$ cat src/design/ucf_pkg.sv
`default_nettype none

package ucf_pkg;

    localparam int unsigned CapWidth   = 16;
    localparam int unsigned CountWidth = 16;
    localparam logic [CapWidth-1:0] CAP_RESET = 16'hFFFF;

    localparam logic [7:0] LEAD_D0 = 8'hD0;
    localparam logic [7:0] LEAD_D1 = 8'hD1;

    localparam logic [10:0] CP_YO_UPPER      = 11'h401;
    localparam logic [10:0] CP_YO_LOWER      = 11'h451;
    localparam logic [10:0] CP_IE_LOWER      = 11'h435;
    localparam logic [10:0] CP_SHORT_I_UPPER = 11'h419;
    localparam logic [10:0] CP_SHORT_I_LOWER = 11'h439;
    localparam logic [10:0] CP_I_LOWER       = 11'h438;
    localparam logic [10:0] CP_UPPER_FIRST   = 11'h410;
    localparam logic [10:0] CP_UPPER_LAST    = 11'h42F;
    localparam logic [10:0] CP_LOWER_FIRST   = 11'h430;
    localparam logic [10:0] CP_LOWER_LAST    = 11'h44F;
    localparam logic [10:0] CP_CASE_OFFSET   = 11'h020;

    typedef enum logic [1:0] {
        ST_OK          = 2'd0,
        ST_UNSUPPORTED = 2'd1,
        ST_OVERFLOW    = 2'd2
    } status_t;

    typedef enum logic {
        KIND_BYTE = 1'b0,
        KIND_END  = 1'b1
    } kind_t;

    typedef struct packed {
        logic                  kind;
        logic [7:0]            out_byte;
        logic [1:0]            status;
        logic [CountWidth-1:0] written_count;
        logic                  end_of_run;
    } result_t;

    typedef struct packed {
        logic                  lead_pending;
        logic                  lead_is_d1;
        logic [CountWidth-1:0] bytes_written;
        status_t               error_latched;
    } fold_state_t;

    typedef struct packed {
        logic       ok;
        logic [7:0] lead;
        logic [7:0] trail;
    } fold_t;

    // Folds the two-byte sequence whose lead is D0 (d1 low) or D1 (d1 high).
    function automatic fold_t ucf_fold(input logic d1, input logic [5:0] low);
        logic [10:0] cp;
        logic [10:0] f;
        fold_t       r;
        cp = {4'b1000, d1, low};
        f  = cp;
        r.ok = 1'b1;
        if (cp == CP_YO_UPPER || cp == CP_YO_LOWER) begin
            f = CP_IE_LOWER;
        end else if (cp == CP_SHORT_I_UPPER || cp == CP_SHORT_I_LOWER) begin
            f = CP_I_LOWER;
        end else if (cp >= CP_UPPER_FIRST && cp <= CP_UPPER_LAST) begin
            f = cp + CP_CASE_OFFSET;
        end else if (cp >= CP_LOWER_FIRST && cp <= CP_LOWER_LAST) begin
            f = cp;
        end else begin
            r.ok = 1'b0;
        end
        r.lead  = {3'b110, f[10:6]};
        r.trail = {2'b10, f[5:0]};
        return r;
    endfunction

endpackage

`default_nettype wire

$ cat src/design/ucf_ifs.sv
`default_nettype none

interface ucf_text_if;
    logic       valid;
    logic       ready;
    logic [7:0] in_byte;
    logic       is_last;

    modport source (output valid, output in_byte, output is_last, input ready);
    modport sink (input valid, input in_byte, input is_last, output ready);
endinterface

interface ucf_fold_if;
    logic        valid;
    logic        ready;
    logic        kind;
    logic [7:0]  out_byte;
    logic [1:0]  status;
    logic [15:0] written_count;
    logic        end_of_run;

    modport source (output valid, output kind, output out_byte, output status,
                    output written_count, output end_of_run, input ready);
    modport sink (input valid, input kind, input out_byte, input status,
                  input written_count, input end_of_run, output ready);
endinterface

interface ucf_cfg_if;
    logic        valid;
    logic        ready;
    logic [15:0] byte_limit;

    modport source (output valid, output byte_limit, input ready);
    modport sink (input valid, input byte_limit, output ready);
endinterface

`default_nettype wire

$ cat src/design/ucf_step.sv
`default_nettype none

module ucf_step
    import ucf_pkg::*;
(
    input  fold_state_t         cur,
    input  logic [CapWidth-1:0] capacity,
    input  logic [7:0]          in_byte,
    input  logic                is_last,
    output fold_state_t         nxt,
    output result_t [2:0]       results,
    output logic [1:0]          result_cnt
);

    fold_t             fold;
    logic [CapWidth:0] room_two;

    assign fold     = ucf_fold(cur.lead_is_d1, in_byte[5:0]);
    assign room_two = {1'b0, cur.bytes_written} + (CapWidth+1)'(2);

    always_comb
    begin
        nxt        = cur;
        results    = '0;
        result_cnt = 2'd0;

        if (cur.error_latched == ST_OK) begin
            if (cur.lead_pending) begin
                nxt.lead_pending = 1'b0;
                if (in_byte[7:6] != 2'b10 || !fold.ok) begin
                    nxt.error_latched = ST_UNSUPPORTED;
                end else if (room_two > {1'b0, capacity}) begin
                    nxt.error_latched = ST_OVERFLOW;
                end else begin
                    results[0].kind     = KIND_BYTE;
                    results[0].out_byte = fold.lead;
                    results[1].kind     = KIND_BYTE;
                    results[1].out_byte = fold.trail;
                    result_cnt          = 2'd2;
                    nxt.bytes_written   = cur.bytes_written + CountWidth'(2);
                end
            end else if (!in_byte[7]) begin
                if (cur.bytes_written >= capacity) begin
                    nxt.error_latched = ST_OVERFLOW;
                end else begin
                    results[0].kind = KIND_BYTE;
                    if (in_byte inside {[8'h41:8'h5A]}) begin
                        results[0].out_byte = in_byte + 8'h20;
                    end else begin
                        results[0].out_byte = in_byte;
                    end
                    result_cnt        = 2'd1;
                    nxt.bytes_written = cur.bytes_written + CountWidth'(1);
                end
            end else if ((in_byte == LEAD_D0 || in_byte == LEAD_D1) && !is_last) begin
                nxt.lead_pending = 1'b1;
                nxt.lead_is_d1   = (in_byte == LEAD_D1);
            end else begin
                nxt.error_latched = ST_UNSUPPORTED;
            end
        end

        if (is_last) begin
            results[result_cnt].kind          = KIND_END;
            results[result_cnt].status        = nxt.error_latched;
            results[result_cnt].written_count = nxt.bytes_written;
            result_cnt                        = result_cnt + 2'd1;
            nxt                               = '0;
        end

        if (result_cnt != 2'd0) begin
            results[result_cnt - 2'd1].end_of_run = 1'b1;
        end
    end

endmodule

`default_nettype wire

$ cat src/design/utf8_cyrillic_case_folder_core.sv
// Channel   Direction  Beat contents
// text      in         in_byte, is_last
// folded    out        kind, out_byte, status, written_count, end_of_run
// cfg       in         byte_limit
//
// A byte is folded in the cycle it is accepted; its results (up to three beats)
// sit in a group register and leave at one beat per cycle.
// A new byte is accepted in the cycle the last beat of the previous group
// leaves, so the rate is one byte per cycle while each byte yields at most one
// beat; a Cyrillic pair or an end result holds the input until its extra beats
// have left. A stall on folded holds the input the same way.
// Reset clears the fold state, empties the group and sets the capacity to 65535.
`default_nettype none

module utf8_cyrillic_case_folder_core
    import ucf_pkg::*;
(
    input  wire           clk,
    input  wire           rst_n,
    ucf_text_if.sink      text,
    ucf_fold_if.source    folded,
    ucf_cfg_if.sink       cfg
);

    fold_state_t         state_reg;
    fold_state_t         state_next;
    logic [CapWidth-1:0] capacity_reg;
    result_t [2:0]       grp_reg;
    result_t [2:0]       grp_next;
    logic [1:0]          cnt_reg;
    logic [1:0]          idx_reg;
    logic [1:0]          step_cnt;
    logic                pending;
    logic                pop;
    logic                last_beat;
    logic                take;
    result_t             head;

    ucf_step u_step (
        .cur        (state_reg),
        .capacity   (capacity_reg),
        .in_byte    (text.in_byte),
        .is_last    (text.is_last),
        .nxt        (state_next),
        .results    (grp_next),
        .result_cnt (step_cnt)
    );

    assign pending   = (cnt_reg != idx_reg);
    assign pop       = folded.valid && folded.ready;
    assign last_beat = (idx_reg + 2'd1 == cnt_reg);
    assign text.ready = !pending || (pop && last_beat);
    assign take      = text.valid && text.ready;
    assign cfg.ready = 1'b1;

    assign head                 = grp_reg[idx_reg];
    assign folded.valid         = pending;
    assign folded.kind          = head.kind;
    assign folded.out_byte      = head.out_byte;
    assign folded.status        = head.status;
    assign folded.written_count = head.written_count;
    assign folded.end_of_run    = head.end_of_run;

    always_ff @(posedge clk or negedge rst_n)
    begin
        if (!rst_n) begin
            state_reg    <= '0;
            capacity_reg <= CAP_RESET;
            cnt_reg      <= 2'd0;
            idx_reg      <= 2'd0;
        end else begin
            if (cfg.valid) begin
                capacity_reg <= cfg.byte_limit;
            end
            if (take) begin
                state_reg <= state_next;
                cnt_reg   <= step_cnt;
                idx_reg   <= 2'd0;
            end else if (pop) begin
                idx_reg <= idx_reg + 2'd1;
            end
        end
    end

    always_ff @(posedge clk)
    begin
        if (take) begin
            grp_reg <= grp_next;
        end
    end

    // The end result is always the final beat of its group.
    assert property (@(posedge clk) disable iff (!rst_n)
        folded.valid && folded.kind |-> folded.end_of_run)
        else $error("end result not marked as the final beat");

    // A final byte always leaves an end result behind it.
    assert property (@(posedge clk) disable iff (!rst_n)
        take && text.is_last |=> folded.valid && (cnt_reg != 2'd0))
        else $error("final byte produced no result");

    // Inside a group, a beat that is not the final one is followed by another.
    assert property (@(posedge clk) disable iff (!rst_n)
        pop && !folded.end_of_run |=> folded.valid)
        else $error("group ended without an end-of-run beat");

    // A latched error never coexists with a waiting lead byte.
    assert property (@(posedge clk) disable iff (!rst_n)
        state_reg.error_latched != ST_OK |-> !state_reg.lead_pending)
        else $error("lead byte pending after an error");

endmodule

`default_nettype wire

$ cat src/flat_wrapper.sv
// flat-port wrapper written by rule: the top's interface ports become plain ports
module utf8_cyrillic_case_folder_core_flat import ucf_pkg::*;
  (clk, rst_n, text_valid, text_in_byte, text_is_last, text_ready, folded_valid, folded_kind, folded_out_byte, folded_status, folded_written_count, folded_end_of_run, folded_ready, cfg_valid, cfg_byte_limit, cfg_ready);
  ucf_text_if text_i ();
  ucf_fold_if folded_i ();
  ucf_cfg_if cfg_i ();
  input  wire clk;
  input  wire rst_n;
  input wire logic [$bits(text_i.valid)-1:0] text_valid;
  input wire logic [$bits(text_i.in_byte)-1:0] text_in_byte;
  input wire logic [$bits(text_i.is_last)-1:0] text_is_last;
  output wire logic [$bits(text_i.ready)-1:0] text_ready;
  output wire logic [$bits(folded_i.valid)-1:0] folded_valid;
  output wire logic [$bits(folded_i.kind)-1:0] folded_kind;
  output wire logic [$bits(folded_i.out_byte)-1:0] folded_out_byte;
  output wire logic [$bits(folded_i.status)-1:0] folded_status;
  output wire logic [$bits(folded_i.written_count)-1:0] folded_written_count;
  output wire logic [$bits(folded_i.end_of_run)-1:0] folded_end_of_run;
  input wire logic [$bits(folded_i.ready)-1:0] folded_ready;
  input wire logic [$bits(cfg_i.valid)-1:0] cfg_valid;
  input wire logic [$bits(cfg_i.byte_limit)-1:0] cfg_byte_limit;
  output wire logic [$bits(cfg_i.ready)-1:0] cfg_ready;
  assign text_i.valid = text_valid;
  assign text_i.in_byte = text_in_byte;
  assign text_i.is_last = text_is_last;
  assign text_ready = text_i.ready;
  assign folded_valid = folded_i.valid;
  assign folded_kind = folded_i.kind;
  assign folded_out_byte = folded_i.out_byte;
  assign folded_status = folded_i.status;
  assign folded_written_count = folded_i.written_count;
  assign folded_end_of_run = folded_i.end_of_run;
  assign folded_i.ready = folded_ready;
  assign cfg_i.valid = cfg_valid;
  assign cfg_i.byte_limit = cfg_byte_limit;
  assign cfg_ready = cfg_i.ready;
  utf8_cyrillic_case_folder_core u_core (.clk(clk), .rst_n(rst_n), .text(text_i), .folded(folded_i), .cfg(cfg_i));
endmodule
$ cat config.mk
export PLATFORM = sky130hd
export DESIGN_NAME = utf8_cyrillic_case_folder_core_flat
export DESIGN_NICKNAME = d
export VERILOG_FILES = /design/src/design/ucf_pkg.sv /design/src/design/ucf_ifs.sv /design/src/design/ucf_step.sv /design/src/design/utf8_cyrillic_case_folder_core.sv /design/src/flat_wrapper.sv
export SDC_FILE = /design/constraint.sdc
export NUM_CORES = 1
export LEC_CHECK = 0
export ABC_AREA = 0
export BUFFER_PORTS_ARGS = -buffer_cell sky130_fd_sc_hd__clkbuf_2
export CAP_MARGIN = 20
export CORE_MARGIN = 2
export CORE_UTILIZATION = 39
export CTS_CLUSTER_SIZE = 30
export DETAILED_ROUTE_END_ITERATION = 12
export GPL_TIMING_DRIVEN = 0
export PLACE_DENSITY_LB_ADDON = 0.08
export SYNTH_ARGS = -nofsm -noshare
export SYNTH_HDL_FRONTEND = slang
export SYNTH_SLANG_ARGS = --single-unit
$ cat constraint.sdc
create_clock -name clk -period 5.7 [get_ports clk]
set_input_delay 0.57 -clock clk [delete_from_list [all_inputs] [get_ports clk]]
set_output_delay 0.57 -clock clk [all_outputs]
set_load 0.01 [all_outputs]
==> flow_metrics.tcl <==
set metrics [dict create \
    status "finished, final reports clean" \
    pwr-share-comb 0.375 \
    path_max_fanout 7 \
    reg2reg_from "u_core.state_reg[3]" \
    total_power_w 0.00376 \
    clock_path_buffers 2 \
    syn_area_mm2 0.00699 \
    num_antenna_cells 0 \
    grt_overflow 0 \
    hold_viol 0 \
    crit_type "flop to flop" \
    coreArea_mm2 0.0174 \
    hold_slack_ps 149 \
    syn_nets 804 \
    crit_start "u_core.state_reg[3]" \
    intPower_w 0.00233 \
    cts_tree "yes" \
    synth_top_cell_area_share 0.322 \
    finalCriticalPeriod_ps 5220 \
    clock-root-buffer "clkbuf_16" \
    endpoint_kind "flop" \
    peakVddDrop_v 0.000220 \
    synth_seq_cells 115 \
    maxCapViolations 0 \
    fin_util 0.473 \
    vias 5692 \
    largest_reg_flops 75 \
    rsz0062_at_grt "no" \
    track_usage 0.214 \
    setup_viol 0 \
    synthCells 732 \
    viasPerCell 5.42 \
    async_flop_share 0.348 \
    maxSlewHeadroom 0.361 \
    hpwl_um 14300 \
    die_w_um 138 \
    area_delta_synth_final_pct 17.9 \
    skew_ps 17.3 \
    gp_congestion 0.898 \
    cts_hold_buf 0 \
    avgSynthCellArea_um2 9.55 \
    synth_ff_type "edfxtp_1" \
    post_drt_wl_per_cell_um 18.3 \
    wl_um 19300 \
    slew_viol_final 0 \
    worst_slew_pin_slew_ps 953 \
    numPortBuffers 57 \
    yosys_warnings 0 \
    hp-class "input pin to async pin" \
    numCtsBuffers 17 \
    p_clk_frac 0.278 \
    period_share 0.915 \
    pin_count 61 \
    die_area_mm2 0.0190 \
    synth.distinct_cells 65 \
    ys_seq_area_frac 0.468 \
    fp.dieH_um 138 \
    power.share.switching 0.381 \
    power.leakage_nw 3.33 \
    cp-start-kind "flop" \
    max_freq_mhz 192 \
    firstDrtPassIters 6 \
    antenna_found_initial 0 \
    synth_area_leaders "edfxtp_1 (32%), dfrtp_1 (8.6%), ha_1 (7.5%)" \
    cts-htree-levels 4 \
    setup_tns_ps 0 \
    pwr-share-seq 0.348 \
    pwr_density_cell_mw_per_mm2 457 \
    critPathRequiredTime_ps 5830 \
    synth-edff-count 75 \
    crit_arrival_ps 5350 \
    yosysTopAreaCell "edfxtp_1" \
    cts.sinks 115 \
    drt_iter0_markers 442 \
    rows 48 \
    cts.reportedPaths.clkPinSlew_ps 60 \
    drive_gt1_frac 0.170 \
    clk_latency_ps 420 \
    grt_pass1_vias 5542 \
    grt_pass1_wl_um 30300 \
    power_switching_w 0.00143 \
    start_util 0.401 \
    grt_max_degree 41 \
    nNetsFinal 884 \
    drc 0 \
    ant_nets 0 \
]
## power by group through the flow
stage	Sequential (W)	Clock, W	Combinational, W
floorplan	0.00131	0	0.000900
global placement	0.00135	0	0.00135
detailed placement	0.00132	0	0.00141
CTS	0.00131	0.00106	0.00142
global route	0.00133	0.00110	0.00157
finish	0.00131	0.00105	0.00141
## path summary, 6_finish.rpt
| check | cells past startpoint | slack (ps) | to |
|---|---|---|---|
| worst max-delay path | 17 | 480 | u_core.grp_reg[11] |
| worst min-delay path | 1 | 150 | u_core.state_reg[10] |
| worst max register to register | 17 | 480 | u_core.grp_reg[11] |
| worst min register to register | 2 | 550 | u_core.capacity_reg[9] |
| max in group asynchronous | 2 | 4970 | u_core.capacity_reg[3] |
| min in group clk | 3 | 350 | u_core.capacity_reg[3] |
## cell usage in the layout, fill, tap and decap left out, drive strengths merged, types with 6 or more instances in the layout
cell,Yosys,routed
a21oi,40,40
a31oi,6,6
buf,13,17
clkbuf,29,103
clkinv,0,8
dfrtp,24,24
dfstp,16,16
edfxtp,75,75
ha,42,42
inv,48,50
mux2i,37,37
nand2,97,97
nand3,22,22
nand4,17,17
nor2,75,75
nor3,7,7
nor4,8,8
o21ai,69,69
or3,7,7
xnor2,21,21
## layout make-up
cell class,instances,area [um2]
fillers,1698,9170
repair buffers,61,360
flip-flops and latches,115,3270
well taps,225,282
clock inverters,15,158
multi-input cells,527,3380
inverters,48,186
plain buffers,42,178
clock buffers,17,425
## critical path: stages (launching register included)
cell       delay (ps)
dfrtp_1           470
ha_2              310
and3_1            270
nand3_2           180
nor2_1            180
and3_1            260
nand3_1           270
xnor2_1           220
ha_1              320
nand3_1           170
nor3_1             90
a2111oi_1         390
o41a_1            320
buf_4             150
o211ai_2          240
mux2i_1           200
a211oi_1          810
nor2_1             90
## through the flow
stage               cell area (um2)  worst slack, ps  std cells
detailed placement             7600              197       1016
floorplan                      6990             1340        732
global route                   8240             98.6       1050
CTS                            8180              171       1048
finish                         8240              483       1050
global placement               7560             66.8       1014
## logic make-up after synthesis
family,count (synthesis),synth area share
mux,40,0.0578
other cells,1,0.000536
xor+xnor,24,0.0301
flops,115,0.468
compound gates,164,0.153
fa+ha+maj,42,0.0752
simple gates,256,0.165
buf+inv,90,0.0505
## synth_stat cells, drive strengths merged (3+ instances only)
library cell	instances
or3	7
a21oi	40
buf	13
o22ai	5
mux2	3
o211ai	5
and3	5
o21a	3
nand2	97
and2	5
o311ai	5
a22o	4
clkbuf	29
xnor2	21
nand2b	4
or4	3
o21ai	69
a31oi	6
edfxtp	75
nor3	7
nor4	8
ha	42
mux2i	37
dfrtp	24
a211oi	4
nand4	17
nor2	75
xor2	3
dfstp	16
nand3	22
inv	48
## timing repair
item                       4_1_cts  5_1_grt
buffers inserted                 0        1
setup endpoints to repair        0       34
gates resized for setup          0       13
## per-layer routing
layer | up-vias | track usage | routed length, um | part of all wire
met4 | 0 | 0.0646 | 323 | 0.017
met5 | - | 0 | 0 | 0
li1 | 2793 | - | - | -
met1 | 2753 | 0.293 | 8980 | 0.47
met2 | 126 | 0.343 | 9120 | 0.47
met3 | 20 | 0.0439 | 830 | 0.043
(Power assumes the default switching activity.)
